==> src/hw/rtl/wocet_pkg.sv <==
package wocet_pkg;

  localparam int unsigned SampleW = 16;
  localparam int unsigned TimeW   = 32;
  localparam int unsigned CountW  = 16;
  localparam int unsigned ThrW    = 16;
  localparam int unsigned DataW   = 32;
  localparam int unsigned AddrW   = 4;

  localparam logic [ThrW-1:0]   OpenThrRst = ThrW'(1000);
  localparam logic [TimeW-1:0]  MinDurRst  = TimeW'(20000);
  localparam logic [TimeW-1:0]  MaxDurRst  = TimeW'(60000);
  localparam logic [CountW-1:0] CountMax   = '1;

  typedef enum logic [1:0] {
    RegOpenThr = 2'd0,
    RegMinDur  = 2'd1,
    RegMaxDur  = 2'd2
  } reg_idx_e;

  typedef struct packed {
    logic signed [SampleW-1:0] sample;
    logic                      invert;
    logic [TimeW-1:0]          now_ms;
  } in_t;

  typedef struct packed {
    logic              is_open;
    logic [CountW-1:0] close_count;
    logic [TimeW-1:0]  start_ms;
    logic [TimeW-1:0]  end_ms;
    logic [TimeW-1:0]  duration_ms;
    logic              upgrade_trigger;
  } out_t;

  typedef struct packed {
    logic [ThrW-1:0]  open_threshold;
    logic [TimeW-1:0] min_duration_ms;
    logic [TimeW-1:0] max_duration_ms;
  } cfg_t;

endpackage

==> src/hw/rtl/wocet_stream_if.sv <==
interface wocet_stream_if #(
  parameter type payload_t = logic
);
  logic     valid;
  logic     ready;
  payload_t payload;

  modport source (output valid, output payload, input ready);
  modport sink (input valid, input payload, output ready);
endinterface

==> src/hw/rtl/wocet_cfg.sv <==
module wocet_cfg (
  input  logic                       clk_i,
  input  logic                       rst_ni,
  input  logic                       psel,
  input  logic                       penable,
  input  logic                       pwrite,
  input  logic [wocet_pkg::AddrW-1:0] paddr,
  input  logic [wocet_pkg::DataW-1:0] pwdata,
  output logic [wocet_pkg::DataW-1:0] prdata,
  output logic                       pready,
  output wocet_pkg::cfg_t            cfg_o
);
  import wocet_pkg::*;

  cfg_t     cfg_q;
  reg_idx_e idx;
  logic     wr_en;

  assign idx    = reg_idx_e'(paddr[3:2]);
  assign wr_en  = psel && penable && pwrite;
  assign pready = 1'b1;
  assign cfg_o  = cfg_q;

  always_ff @(posedge clk_i or negedge rst_ni) begin
    if (!rst_ni) begin
      cfg_q.open_threshold  <= OpenThrRst;
      cfg_q.min_duration_ms <= MinDurRst;
      cfg_q.max_duration_ms <= MaxDurRst;
    end else if (wr_en) begin
      unique case (idx)
        RegOpenThr: cfg_q.open_threshold  <= pwdata[ThrW-1:0];
        RegMinDur:  cfg_q.min_duration_ms <= pwdata[TimeW-1:0];
        RegMaxDur:  cfg_q.max_duration_ms <= pwdata[TimeW-1:0];
        default: ;
      endcase
    end
  end

  always_comb begin
    unique case (idx)
      RegOpenThr: prdata = DataW'(cfg_q.open_threshold);
      RegMinDur:  prdata = DataW'(cfg_q.min_duration_ms);
      RegMaxDur:  prdata = DataW'(cfg_q.max_duration_ms);
      default:    prdata = '0;
    endcase
  end

endmodule

==> src/hw/rtl/wocet_in_stage.sv <==
module wocet_in_stage (
  input  logic           clk_i,
  input  logic           rst_ni,
  wocet_stream_if.sink   in_i,
  input  logic           take_i,
  output logic           valid_o,
  output wocet_pkg::in_t item_o
);
  import wocet_pkg::*;

  logic valid_q, valid_d;
  in_t  item_q;

  assign in_i.ready = !valid_q || take_i;
  assign valid_d    = in_i.ready ? in_i.valid : valid_q;
  assign valid_o    = valid_q;
  assign item_o     = item_q;

  always_ff @(posedge clk_i or negedge rst_ni) begin
    if (!rst_ni) begin
      valid_q <= 1'b0;
    end else begin
      valid_q <= valid_d;
    end
  end

  always_ff @(posedge clk_i) begin
    if (in_i.valid && in_i.ready) begin
      item_q <= in_i.payload;
    end
  end

endmodule

==> src/hw/rtl/wocet_eval.sv <==
module wocet_eval (
  input  logic            clk_i,
  input  logic            rst_ni,
  input  wocet_pkg::cfg_t cfg_i,
  input  logic            valid_i,
  input  wocet_pkg::in_t  item_i,
  output logic            take_o,
  wocet_stream_if.source  out_o
);
  import wocet_pkg::*;

  logic              prev_open_q, prev_open_d;
  logic [CountW-1:0] count_q, count_d;
  logic [TimeW-1:0]  start_q, start_d;
  logic              start_vld_q;
  logic [TimeW-1:0]  end_q, end_d;
  logic              end_vld_q, end_vld_d;
  logic [TimeW-1:0]  len_q, len_d;
  logic              first_q, first_d;
  logic              cal_q, cal_d;
  logic              out_vld_q, out_vld_d;
  out_t              out_q, out_d;

  logic [SampleW:0] mag;
  logic             is_open;
  logic             prev_eff;
  logic             edge_hit;
  logic [CountW-1:0] want;
  logic             in_win;

  assign take_o = valid_i && (!out_vld_q || out_o.ready);

  always_comb begin
    mag = item_i.sample[SampleW-1]
        ? ((SampleW+1)'(1) << SampleW) - {1'b0, item_i.sample}
        : {1'b0, item_i.sample};
    is_open  = (mag < {1'b0, cfg_i.open_threshold}) ^ item_i.invert;
    prev_eff = (cal_q && item_i.invert) ? 1'b1 : prev_open_q;
    cal_d    = cal_q && !item_i.invert;
    edge_hit = is_open != prev_eff;

    count_d = count_q;
    if (edge_hit && !is_open && count_q != CountMax) begin
      count_d = count_q + CountW'(1);
    end

    start_d   = (edge_hit && end_vld_q) ? end_q : start_q;
    end_vld_d = end_vld_q && !edge_hit;
    if (!start_vld_q) begin
      start_d = item_i.now_ms;
    end

    end_d = end_q;
    len_d = len_q;
    if (edge_hit) begin
      end_d     = item_i.now_ms;
      end_vld_d = 1'b1;
      len_d     = item_i.now_ms - start_d;
    end

    want    = item_i.invert ? CountW'(2) : CountW'(1);
    in_win  = (len_d >= cfg_i.min_duration_ms) && (len_d <= cfg_i.max_duration_ms);
    first_d = first_q && (count_d != CountW'(1));
    prev_open_d = is_open;

    out_d.is_open         = is_open;
    out_d.close_count     = count_d;
    out_d.start_ms        = start_d;
    out_d.end_ms          = end_d;
    out_d.duration_ms     = len_d;
    out_d.upgrade_trigger = edge_hit && !first_q && (count_d == want) && in_win;

    out_vld_d = take_o ? edge_hit : (out_vld_q && !out_o.ready);
  end

  always_ff @(posedge clk_i or negedge rst_ni) begin
    if (!rst_ni) begin
      prev_open_q <= 1'b0;
      count_q     <= '0;
      start_q     <= '0;
      start_vld_q <= 1'b0;
      end_q       <= '0;
      end_vld_q   <= 1'b0;
      len_q       <= '0;
      first_q     <= 1'b1;
      cal_q       <= 1'b1;
      out_vld_q   <= 1'b0;
    end else begin
      out_vld_q <= out_vld_d;
      if (take_o) begin
        prev_open_q <= prev_open_d;
        count_q     <= count_d;
        start_q     <= start_d;
        start_vld_q <= 1'b1;
        end_q       <= end_d;
        end_vld_q   <= end_vld_d;
        len_q       <= len_d;
        first_q     <= first_d;
        cal_q       <= cal_d;
      end
    end
  end

  always_ff @(posedge clk_i) begin
    if (take_o && edge_hit) begin
      out_q <= out_d;
    end
  end

  assign out_o.valid   = out_vld_q;
  assign out_o.payload = out_q;

endmodule

==> src/hw/rtl/window_open_close_event_timer_unit.sv <==
// Window open/close event timer.
// in_i carries one sensor transaction: signed sample, invert flag and a
// millisecond timestamp. out_o carries one report per open/closed edge:
// new state, saturating close count, interval start/end, duration and the
// upgrade trigger. Samples that cause no edge produce no report.
// Both channels use valid/ready; a transaction moves when both are high.
// Path: an accepted sample lands in the input register; the evaluation
// logic takes it from there and loads the result register, which offers
// the report. A stalled receiver can hold the sample between the two.
// Throughput: one sample per cycle while the receiver does not stall; the
// evaluation stage updates its state once per sample it takes.
// If the receiver stalls, the pending report is held; one more sample waits
// in the input register and further samples are refused until it drains.
// Reset clears all tracking state, sets open_threshold to 1000 and the
// duration limits to 20000 and 60000 ms, and empties both registers. The
// APB port writes open_threshold, min_duration_ms and max_duration_ms at
// byte offsets 0, 4 and 8; write it only while no transaction is in flight.
module window_open_close_event_timer_unit (
  input  logic                        clk_i,
  input  logic                        rst_ni,
  wocet_stream_if.sink                in_i,
  wocet_stream_if.source              out_o,
  input  logic                        psel,
  input  logic                        penable,
  input  logic                        pwrite,
  input  logic [wocet_pkg::AddrW-1:0] paddr,
  input  logic [wocet_pkg::DataW-1:0] pwdata,
  output logic [wocet_pkg::DataW-1:0] prdata,
  output logic                        pready
);
  import wocet_pkg::*;

  cfg_t cfg;
  logic take;
  logic stage_vld;
  in_t  stage_item;

  wocet_cfg u_cfg (
    .clk_i   (clk_i),
    .rst_ni  (rst_ni),
    .psel    (psel),
    .penable (penable),
    .pwrite  (pwrite),
    .paddr   (paddr),
    .pwdata  (pwdata),
    .prdata  (prdata),
    .pready  (pready),
    .cfg_o   (cfg)
  );

  wocet_in_stage u_in_stage (
    .clk_i   (clk_i),
    .rst_ni  (rst_ni),
    .in_i    (in_i),
    .take_i  (take),
    .valid_o (stage_vld),
    .item_o  (stage_item)
  );

  wocet_eval u_eval (
    .clk_i   (clk_i),
    .rst_ni  (rst_ni),
    .cfg_i   (cfg),
    .valid_i (stage_vld),
    .item_i  (stage_item),
    .take_o  (take),
    .out_o   (out_o)
  );

endmodule
==> src/flat_wrapper.sv <==
// flat-port wrapper written by rule: the top's interface ports become plain ports
module window_open_close_event_timer_unit_flat import wocet_pkg::*;
  (clk_i, rst_ni, psel, penable, pwrite, paddr, pwdata, prdata, pready, in_i_valid, in_i_payload, in_i_ready, out_o_valid, out_o_payload, out_o_ready);
  wocet_stream_if in_i_i ();
  wocet_stream_if out_o_i ();
  input  logic clk_i;
  input  logic rst_ni;
  input  logic psel;
  input  logic penable;
  input  logic pwrite;
  input  logic [wocet_pkg::AddrW-1:0] paddr;
  input  logic [wocet_pkg::DataW-1:0] pwdata;
  output logic [wocet_pkg::DataW-1:0] prdata;
  output logic pready;
  input wire logic [$bits(in_i_i.valid)-1:0] in_i_valid;
  input wire logic [$bits(in_i_i.payload)-1:0] in_i_payload;
  output wire logic [$bits(in_i_i.ready)-1:0] in_i_ready;
  output wire logic [$bits(out_o_i.valid)-1:0] out_o_valid;
  output wire logic [$bits(out_o_i.payload)-1:0] out_o_payload;
  input wire logic [$bits(out_o_i.ready)-1:0] out_o_ready;
  assign in_i_i.valid = in_i_valid;
  assign in_i_i.payload = in_i_payload;
  assign in_i_ready = in_i_i.ready;
  assign out_o_valid = out_o_i.valid;
  assign out_o_payload = out_o_i.payload;
  assign out_o_i.ready = out_o_ready;
  window_open_close_event_timer_unit u_core (.clk_i(clk_i), .rst_ni(rst_ni), .in_i(in_i_i), .out_o(out_o_i), .psel(psel), .penable(penable), .pwrite(pwrite), .paddr(paddr), .pwdata(pwdata), .prdata(prdata), .pready(pready));
endmodule
==> config.mk <==
export PLATFORM = sky130hd
export DESIGN_NAME = window_open_close_event_timer_unit_flat
export DESIGN_NICKNAME = d
export VERILOG_FILES = /design/src/hw/rtl/wocet_pkg.sv /design/src/hw/rtl/wocet_stream_if.sv /design/src/hw/rtl/wocet_cfg.sv /design/src/hw/rtl/wocet_in_stage.sv /design/src/hw/rtl/wocet_eval.sv /design/src/hw/rtl/window_open_close_event_timer_unit.sv /design/src/flat_wrapper.sv
export SDC_FILE = /design/constraint.sdc
export NUM_CORES = 1
export LEC_CHECK = 0
export ABC_AREA = 1
export BUFFER_PORTS_ARGS = -buffer_cell sky130_fd_sc_hd__buf_2
export CAP_MARGIN = 20
export CORE_ASPECT_RATIO = 0.5
export CORE_UTILIZATION = 25
export DETAILED_ROUTE_END_ITERATION = 10
export PLACE_DENSITY_LB_ADDON = 0.15
export SLEW_MARGIN = 10
export SYNTH_ARGS = -nofsm -noshare
export SYNTH_HDL_FRONTEND = slang
export SYNTH_SLANG_ARGS = --single-unit
==> constraint.sdc <==
create_clock -name clk_i -period 4.9 [get_ports clk_i]
set_input_delay 0.735 -clock clk_i [delete_from_list [all_inputs] [get_ports clk_i]]
set_output_delay 0.735 -clock clk_i [all_outputs]
set_load 0.02 [all_outputs]
==> metrics, run 1 <==
slowest cell delay on critical path roughly 400 ps; Critical-path top delay cell sky130_fd_sc_hd__dfrtp_1; CTS H-tree lvls 4; detailed router's first-iteration violation count 509; Max Freq 218 MHz; number of synthesized flops with an enable pin 2; final std cell area, no fill 0.0120 mm^2; Least-Margin Pin Slew slightly above 600 ps; kind of critical path register to register; final HPWL from detailed placement 20.8 mm; share of the clock period used by the worst path after layout 93.4%; hold violation total from the final report 0; Syn Inst Count 1,355; number of routed nets with antenna violations 0; final weighted congestion in routability-driven placement 0.819; Area growth syn-to-layout 18.4%; number of placed cells counting well taps ~1,900; max-slew headroom at the worst pin 58.5%; antenna cells 0; required time of the worst setup path approximately 5200 ps; part of the power in combinational logic 49.6%; synthesized area divided by synthesized cell count 7.50 um^2; result of the run finished, final reports clean; Cell Pwr Density 556 mW/mm^2; floorplan die area around 0.042 mm^2; number of rows created at floorplan 51; Finished Layout Cells around 2,000; Routed Wire Length around 28 mm; pre-CTS setup slack 2.09 ps; max-capacitance violation count 0; ranking of synthesized cells by area sky130_fd_sc_hd__dfrtp_1, sky130_fd_sc_hd__nand2_1, sky130_fd_sc_hd__ha_1; total of buffers placed on input and output ports 76; startpoint class of the critical path register; CP arrival 4880 ps; fraction of final layout cells with drive strength greater than 1 15.7%; leakage power total 6.02 nW; cell area after synthesis approximately 0.01 mm^2; routed via count divided by cell count 4.37; Longest Clk Path Bufs 2; cell accounting for the most synthesized area sky130_fd_sc_hd__dfrtp_1; # DRC 0; All-Layer GR Usage 13.9%; Final nets 1,551; die extent in x 287 um; net count after synthesis approximately 1,500; Core Box Area approximately 0.04 mm^2; final critical-path setup slack 322 ps; most used flip-flop cell after synthesis sky130_fd_sc_hd__dfrtp_1; Power Total 6.69 mW; latest clock arrival within the worst-skew pair 440 ps; number of buffers created by CTS 17; I/O pins 80; effective utilization at floorplan 25.7%; number of antenna violations at the first check in global routing 0; net switching power 2.93 mW; critical path fanouts, max 4; final clock skew roughly 12 ps; Chip Height 145 um; pin count of the biggest net entering global routing 104; wire length of the first global-routing pass 44.5 mm; internal power of the cells 3.76 mW; Flop pwr share 29.2%; number of sinks handled by clock tree synthesis 169; TritonCTS clock tree done; Clk network pwr share 21.3%; total placed instance area 0.0113 mm^2; number of synthesized register bits 169; switching power share of the total 43.8%; vias after detailed routing 8,662; kind of capture point of the worst setup path register; 1st-pass router iterations 5; maximum VDD drop 0.262 mV; sum of overflow across all layers after global routing 0; utilization after layout a little under a third; path category of the worst min-delay check primary input to async pin; part of the Yosys area used for sequential elements between 40% and 50%; routed len/inst 14.0 um; area share of the largest cell type after synthesis 36.4%; number of setup violations in the final report 0; buffer type at the clock tree root sky130_fd_sc_hd__clkbuf_16; vias in the first global route 8,415; post-route setup TNS 0 ps; clock transition at the register clock pins on the worst setup and hold paths after CTS 70 ps; Yosys warning count 0; Synth async-reset ratio 98.8%; Unique masters post-synth 38; worst-case hold slack 225 ps; max-slew violation count 0; clock period minus worst slack 4580 ps
-- path summary, 6_finish.rpt --
kind | cells past startpoint | slack, ps | end | from
max in group asynchronous | 3 | 3510 | u_core.u_cfg.cfg_o[71] | rst_ni
min in group clk_i | 2 | 450 | u_core.u_eval.first_q | u_core.u_eval.first_q
worst max register to register | 28 | 320 | u_core.u_eval.out_o.payload | u_core.u_cfg.cfg_o[79]
worst max-delay path | 28 | 320 | u_core.u_eval.out_o.payload | u_core.u_cfg.cfg_o[79]
worst min-delay path | 1 | 230 | u_core.u_eval.start_q[27] | rst_ni
worst min register to register | 2 | 450 | u_core.u_eval.first_q | u_core.u_eval.first_q
-- what timing repair did --
action,CTS,global route
pin swaps,0,3
hold buffers,0,0
endpoints found under the hold margin,0,0
buffers inserted,0,3
gates resized for setup,1,17
endpoints found under the setup margin,1,1
-- kinds of logic after synthesis --
group           count (synthesis)  share of synthesized area [%]
compound gates                271                           14.5
xor+xnor                       26                           2.24
fa+ha+maj                      68                           8.37
buf+inv                       244                           9.45
flops                         169                           41.9
other cells                     1                         0.0369
simple gates                  576                           23.5
-- state kept, by name, indices dropped and copies added, names as in the netlist, 16 cells and up --
signal and flops:
u_core.u_eval.len_q 32, u_core.u_eval.start_q 32, u_core.u_eval.count_q 16, u_core.u_cfg.cfg_o 80
-- cell usage in the layout, fill, tap and decap left out, types with 9 or more instances in the layout --
master and count:
sky130_fd_sc_hd__nand2_1 362, sky130_fd_sc_hd__inv_1 184, sky130_fd_sc_hd__dfrtp_1 148, sky130_fd_sc_hd__o21ai_0 145, sky130_fd_sc_hd__nor2_1 117, sky130_fd_sc_hd__buf_2 75, sky130_fd_sc_hd__ha_1 67, sky130_fd_sc_hd__a21oi_1 50
sky130_fd_sc_hd__buf_4 35, sky130_fd_sc_hd__nand3_1 31, sky130_fd_sc_hd__o21ai_1 30, sky130_fd_sc_hd__dfstp_2 19, sky130_fd_sc_hd__nand2_2 18, sky130_fd_sc_hd__clkbuf_16 17, sky130_fd_sc_hd__xor2_1 16, sky130_fd_sc_hd__o22ai_1 16
sky130_fd_sc_hd__o221ai_1 15, sky130_fd_sc_hd__nor2_2 12, sky130_fd_sc_hd__nand4_1 10, sky130_fd_sc_hd__inv_2 9
-- power by group through the flow --
stage / clock network, mW / registers (mW) / logic [mW]
6_report: 1.42 / 1.95 / 3.32
2_1_floorplan: 0 / 1.91 / 2.31
3_3_place_gp: 0 / 1.96 / 3.17
4_1_cts: 1.47 / 1.95 / 3.28
3_5_place_dp: 0 / 1.97 / 3.25
5_1_grt: 1.53 / 1.99 / 3.85
-- worst max-delay path, delay by kind of cell (launching register included) --
kind / cells / cell delay [ps]
xor+xnor: 1 / 190
flops: 1 / 400
fa+ha+maj: 4 / 840
buf+inv: 5 / 590
simple gates: 15 / 1990
compound gates: 3 / 390
-- cell type report --
type,instances,area [um^2]
sequential,169,4260
tap,530,663
clock inverter,13,156
multi-input combinational,942,5040
timing repair buffer,115,744
fill,4192,27500
clock buffer,19,443
inverter,194,728
-- synth_stat cells (4+ instances only) --
library cell                 n
sky130_fd_sc_hd__nor2_1    120
sky130_fd_sc_hd__clkbuf_1   39
sky130_fd_sc_hd__buf_4       4
sky130_fd_sc_hd__dfrtp_1   148
sky130_fd_sc_hd__nand3_1    31
sky130_fd_sc_hd__xor2_1     18
sky130_fd_sc_hd__a31oi_1     6
sky130_fd_sc_hd__o221ai_1   15
sky130_fd_sc_hd__buf_6       4
sky130_fd_sc_hd__nand2_2    14
sky130_fd_sc_hd__nand2_1   366
sky130_fd_sc_hd__nor4_1      7
sky130_fd_sc_hd__inv_2       9
sky130_fd_sc_hd__xnor2_1     8
sky130_fd_sc_hd__o21ai_1    28
sky130_fd_sc_hd__ha_1       68
sky130_fd_sc_hd__nand4_1    10
sky130_fd_sc_hd__o21ai_0   147
sky130_fd_sc_hd__o22ai_1    17
sky130_fd_sc_hd__nor2_2     10
sky130_fd_sc_hd__dfstp_2    19
sky130_fd_sc_hd__inv_1     184
sky130_fd_sc_hd__a21oi_1    51
sky130_fd_sc_hd__nor2_4      5
-- layer usage --
metal / part of all wire [%] / GRT usage [%] / wire length, um / vias to the layer above
li1: - / - / - / 4496
met3: 2.2 / 2.78 / 604 / 19
met1: 48 / 18.1 / 13500 / 4053
met2: 48 / 23.4 / 13400 / 94
met4: 1.3 / 3.56 / 371 / 0
met5: 0 / 0 / 0 / -
(Power assumes the default switching activity.)
==> inputs of run 2 (changes only) <==
--- a/config.mk
+++ b/config.mk
@@ -11,6 +11,8 @@
 export CORE_ASPECT_RATIO = 0.5
 export CORE_UTILIZATION = 25
 export DETAILED_ROUTE_END_ITERATION = 10
+export HOLD_SLACK_MARGIN = 0.02
+export MAX_ROUTING_LAYER = met4
 export PLACE_DENSITY_LB_ADDON = 0.15
 export SLEW_MARGIN = 10
 export SYNTH_ARGS = -nofsm -noshare
==> run 2 against run 1 <==
Against the previous run: via count about the same; clock power about the same; maximum frequency increased by 0.87%; worst setup slack better by 40 ps; largest power group unchanged; hold slack lost 4.1 ps; highest routed layer unchanged; register-to-register slack better by 40 ps; clock skew grew 5.3 ps; combinational power hardly changed; sequential share of layout area is essentially flat.
==> metrics, run 2 (same netlist as run 1, synthesis figures left out) <==
total of buffers placed on input and output ports 76; final HPWL from detailed placement 20.8 mm; leading cell type in the layout, fill and taps excluded sky130_fd_sc_hd__nand2_1; Critical-path top delay cell sky130_fd_sc_hd__dfrtp_1; max-slew violation count 0; kind of critical path register to register; number of rows created at floorplan between 50 and 60; maximum VDD drop 0.263 mV; detailed router's first-iteration violation count 484; startpoint class of the critical path register; max-slew headroom at the worst pin 57.2%; slowest cell delay on critical path 400 ps; number of routed nets with antenna violations 0; number of setup violations in the final report 0; hold-fix buffer count after cts 0; Power Total approximately 6.7 mW; Area growth syn-to-layout 18.4%; wire length of the first global-routing pass 44.5 mm; Routed Wire Length approximately 28 mm; result of the run finished, final reports clean; Max Freq around 220 MHz; pre-CTS setup slack 2.09 ps; CP arrival 4840 ps; I/O pins 80; latest clock arrival within the worst-skew pair about 450 ps; fraction of final layout cells with drive strength greater than 1 15.8%; die extent in x ~290 um; Final nets 1,551; share of the clock period used by the worst path after layout 92.6%; post-route setup TNS 0 ps; pin count of the biggest net entering global routing between 100 and 150; path category of the worst min-delay check primary input to async pin; leakage power total 6.02 nW; Core Box Area 0.0395 mm^2; floorplan die area between 0.04 and 0.05 mm^2; routed via count divided by cell count about 4.4; TritonCTS clock tree done; clock period minus worst slack 4540 ps; number of antenna violations at the first check in global routing 0; # DRC 0; antenna cells 0; Longest Clk Path Bufs 2; effective utilization at floorplan 25.7%; buffer type at the clock tree root sky130_fd_sc_hd__clkbuf_16; vias after detailed routing 8,655; clock transition at the register clock pins on the worst setup and hold paths after CTS approximately 70 ps; number of flip-flops in the largest register 80; Least-Margin Pin Slew 643 ps; CTS H-tree lvls 4; most frequent cells in the layout sky130_fd_sc_hd__nand2_1, sky130_fd_sc_hd__inv_1, sky130_fd_sc_hd__dfrtp_1; number of sinks handled by clock tree synthesis 169; critical path fanouts, max 4; vias in the first global route between 8,000 and 9,000; family with the most delay on the worst path simple AND/OR/NAND/NOR gates; Chip Height 145 um; CP bufs+invs 5; required time of the worst setup path 5200 ps; Cell Pwr Density 556 mW/mm^2; All-Layer GR Usage 14.3%; hold violation total from the final report 0; final critical-path setup slack 362 ps; sum of overflow across all layers after global routing 0; max-capacitance violation count 0; final clock skew 17.6 ps; routed len/inst 14.0 um; final weighted congestion in routability-driven placement 0.832; kind of capture point of the worst setup path register; number of buffers created by CTS 17; 1st-pass router iterations 5
run 2: cell count changes in the layout (fill, tap and decap cells not counted):
cell	delta
sky130_fd_sc_hd__nand3_2	+1
sky130_fd_sc_hd__nand3_1	-1
run 2: metrics by stage:
stage               hold WS (ps)  util [%]  instance area (um^2)  cells
finish                       221      30.5                 12000   1982
CTS                          444      30.1                 11900   1978
floorplan                    427         -                 10200   1355
global placement             439      28.4                 11200   1943
detailed placement           445      28.6                 11300   1946
global route                 258      30.5                 12000   1982
run 2: cell type report:
class,instances,area (um^2)
inverter,194,728
tap,530,663
sequential,169,4260
timing repair buffer,115,744
fill,4191,27500
clock inverter,13,156
multi-input combinational,942,5040
clock buffer,19,443
run 2: path summary, 6_finish.rpt:
kind,from,endpoint,slack (ps),depth (start not counted)
worst max-delay path,u_core.u_cfg.cfg_o[79],u_core.u_eval.out_o.payload,360,28
worst min-delay path,rst_ni,u_core.u_eval.start_q[27],220,1
worst max register to register,u_core.u_cfg.cfg_o[79],u_core.u_eval.out_o.payload,360,28
worst min register to register,u_core.u_eval.first_q,u_core.u_eval.first_q,450,2
max in group asynchronous,rst_ni,u_core.u_cfg.cfg_o[37],3500,3
min in group clk_i,u_core.u_eval.first_q,u_core.u_eval.first_q,450,2
run 2: layer usage:
metal	vias up	global-route usage [%]	share of wire, %
li1	4495	-	-
met1	4047	18.0	48
met5	-	-	0
met4	0	4.06	1.5
met2	91	23.4	48
met3	22	2.54	2.1
run 2: worst register-to-register path: cells and delay by family, from the launching register on:
kind / cells / cell delay [ps]
buf+inv: 5 / 590
compound gates: 3 / 400
flops: 1 / 400
xor+xnor: 1 / 180
fa+ha+maj: 4 / 870
simple gates: 15 / 1960
run 2: timing repair:
item                                    in CTS  in global routing
buffers inserted                             0                  3
endpoints found under the setup margin       1                  1
pin swaps                                    0                  3
resized for setup                            1                 18
run 2: power breakdown:
part / total (mW) / leakage (nW) / internal [mW] / switching (mW)
registers: 1.95 / 2.13 / 1.73 / 0.218
logic: 3.32 / 3.61 / 1.25 / 2.08
clock network: 1.42 / 0.288 / 0.780 / 0.642
==> inputs of run 3 (changes only) <==
--- a/config.mk
+++ b/config.mk
@@ -14,6 +14,7 @@
 export HOLD_SLACK_MARGIN = 0.02
 export MAX_ROUTING_LAYER = met4
 export PLACE_DENSITY_LB_ADDON = 0.15
+export RECOVER_POWER = 100
 export SLEW_MARGIN = 10
 export SYNTH_ARGS = -nofsm -noshare
 export SYNTH_HDL_FRONTEND = slang
==> run 3 against run 2 <==
Against the previous run: the run now ends with max-capacitance violations, max-slew violations left; power fell by 0.21%; first-iteration DRC count fell by 7.6%; worst setup slack improved by 1.9 ps; critical path type unchanged; highest routed layer unchanged.
==> metrics, run 3 (same netlist as run 1, synthesis figures left out) <==
number of buffers created by CTS 17; All-Layer GR Usage between 10 and 15%; final HPWL from detailed placement about 21 mm; final critical-path setup slack around 360 ps; total of buffers placed on input and output ports 76; final weighted congestion in routability-driven placement 0.832; number of routed nets with antenna violations 0; critical path fanouts, max 6; max-slew headroom at the worst pin -92.4%; fraction of final layout cells with drive strength greater than 1 14.0%; met2 track demand over resource 23.4%; 1st-pass router iterations 6; vias in the first global route 8,430; pin count of the biggest net entering global routing 104; Final nets about 1,600; clock transition at the register clock pins on the worst setup and hold paths after CTS 70 ps; effective utilization at floorplan between 20% and 30%; most frequent cells in the layout sky130_fd_sc_hd__nand2_1, sky130_fd_sc_hd__inv_1, sky130_fd_sc_hd__dfrtp_1; Finished Layout Cells 1,982; kind of capture point of the worst setup path register; max-slew violation count 196; Routed Wire Length about 28 mm; Power Total approximately 6.7 mW; pre-CTS setup slack 2.09 ps; I/O pins 80; routed via count divided by cell count 4.36; number of rows created at floorplan 51; Max Freq approximately 220 MHz; die extent in x around 290 um; antenna cells 0; CP arrival 4840 ps; Core Box Area 0.0395 mm^2; number of antenna violations at the first check in global routing 0; max-capacitance violation count 5; origin of the critical flop-to-flop path u_core.u_cfg.cfg_o[79]; minimum setup slack among reg-to-reg paths 360 ps; final clock skew 12.6 ps; maximum VDD drop approximately 0.26 mV; required time of the worst setup path around 5200 ps; clock period minus worst slack 4540 ps; latest clock arrival within the worst-skew pair 450 ps; start point of the critical path u_core.u_cfg.cfg_o[79]; utilization after layout ~30%; routed len/inst 14.0 um; vias after detailed routing 8,649; share of the clock period used by the worst path after layout 92.6%; sum of overflow across all layers after global routing 0; kind of critical path register to register; number of placed cells counting well taps 1,946; logic depth of the worst register-to-register path 27; failing checks max-capacitance violations, max-slew violations; number of flip-flops in the largest register 80; CTS H-tree lvls 4; startpoint class of the critical path register; post-route setup TNS 0 ps; number of cells traversed by the worst hold path 2; wire length of the first global-routing pass 44.5 mm; final std cell area, no fill around 0.012 mm^2; result of the run finished, violations left; Chip Height 145 um; number of sinks handled by clock tree synthesis 169; Least-Margin Pin Slew 2890 ps; hold-fix buffer count after cts 0; Setup crit end u_core.u_eval.out_o.payload; fill cell count 4,217; terminus of the critical flop-to-flop path u_core.u_eval.out_o.payload; hold violation total from the final report 0; Global Route met1 Usage 18.0%; path category of the worst min-delay check register to register; busiest layer in global routing met2; Cell Pwr Density between 500 and 600 mW/mm^2; TritonCTS clock tree done; worst-case hold slack 452 ps; Longest Clk Path Bufs 2; detailed router's first-iteration violation count 447; Area growth syn-to-layout 17.5%; leading cell type in the layout, fill and taps excluded sky130_fd_sc_hd__nand2_1; # DRC 0; floorplan die area 0.0415 mm^2; number of setup violations in the final report 0; buffer type at the clock tree root sky130_fd_sc_hd__clkbuf_16; routing usage on met3 2.54%; leakage power total 5.93 nW; total placed instance area 0.0113 mm^2
[run 3: cell types whose count changed in the layout (fill, tap and decap cells not counted), sizes merged]
| cell | previous run | this run |
|---|---|---|
| buf | 115 | 91 |
| clkbuf | 19 | 43 |
[run 3: critical path, cell delays in order, from the launching register on]
cell and delay, ps:
sky130_fd_sc_hd__dfrtp_1 400, sky130_fd_sc_hd__nor4_1 280, sky130_fd_sc_hd__buf_4 170, sky130_fd_sc_hd__nand2_1 50
sky130_fd_sc_hd__nor2_1 130, sky130_fd_sc_hd__ha_1 200, sky130_fd_sc_hd__inv_2 70, sky130_fd_sc_hd__buf_4 140
sky130_fd_sc_hd__a21oi_1 150, sky130_fd_sc_hd__o22ai_2 120, sky130_fd_sc_hd__ha_2 190, sky130_fd_sc_hd__nor2_2 130
sky130_fd_sc_hd__nand2_2 90, sky130_fd_sc_hd__nor2_4 220, sky130_fd_sc_hd__nand2_1 120, sky130_fd_sc_hd__nor2_2 160
sky130_fd_sc_hd__xor2_1 240, sky130_fd_sc_hd__a21oi_1 140, sky130_fd_sc_hd__ha_1 320, sky130_fd_sc_hd__nand2_1 60
sky130_fd_sc_hd__nor2_1 150, sky130_fd_sc_hd__nand2_2 110, sky130_fd_sc_hd__nor4_4 190, sky130_fd_sc_hd__buf_4 170
sky130_fd_sc_hd__nand2_1 40, sky130_fd_sc_hd__a21oi_1 130, sky130_fd_sc_hd__nand3_1 80, sky130_fd_sc_hd__nor2_1 100
[run 3: repair_timing]
item,4_1_cts,5_1_grt
gates resized for setup,1,18
pin swaps,0,3
endpoints found under the setup margin,1,1
setup buffers,0,3
gates cloned,0,0
[run 3: where the power goes]
group / total [mW] / switching, mW / leakage [nW] / internal [mW]
Clock: 1.42 / 0.645 / 0.288 / 0.780
Sequential: 1.95 / 0.218 / 2.13 / 1.73
Combinational: 3.30 / 2.08 / 3.52 / 1.23
Total: 6.68 / 2.94 / 5.93 / 3.74
[run 3: how the worst min path moves through the flow]
stage / from / to
after global routing: in_i_payload / u_core.u_in_stage.item_o[0]
final: u_core.u_eval.first_q / u_core.u_eval.first_q
after CTS: in_i_payload / u_core.u_in_stage.item_o[0]
after floorplan: u_core.u_eval.first_q / u_core.u_eval.first_q
after detailed placement: u_core.u_eval.first_q / u_core.u_eval.first_q
after global placement: u_core.u_eval.first_q / u_core.u_eval.first_q
[run 3: routing by layer]
layer  up-vias  wire [um]
met1      4031      13400
met2       100      13300
met3        22        635
met4         0        409
met5         -          0
li1       4496          -
[run 3: cell type report]
class                      count  area [um^2]  area share, %
timing repair buffer         115          658           5.51
sequential                   169         4260           35.7
inverter                     194          728           6.10
clock inverter                13          156           1.31
multi-input combinational    942         5030           42.1
tap                          530          663           5.55
clock buffer                  19          443           3.71
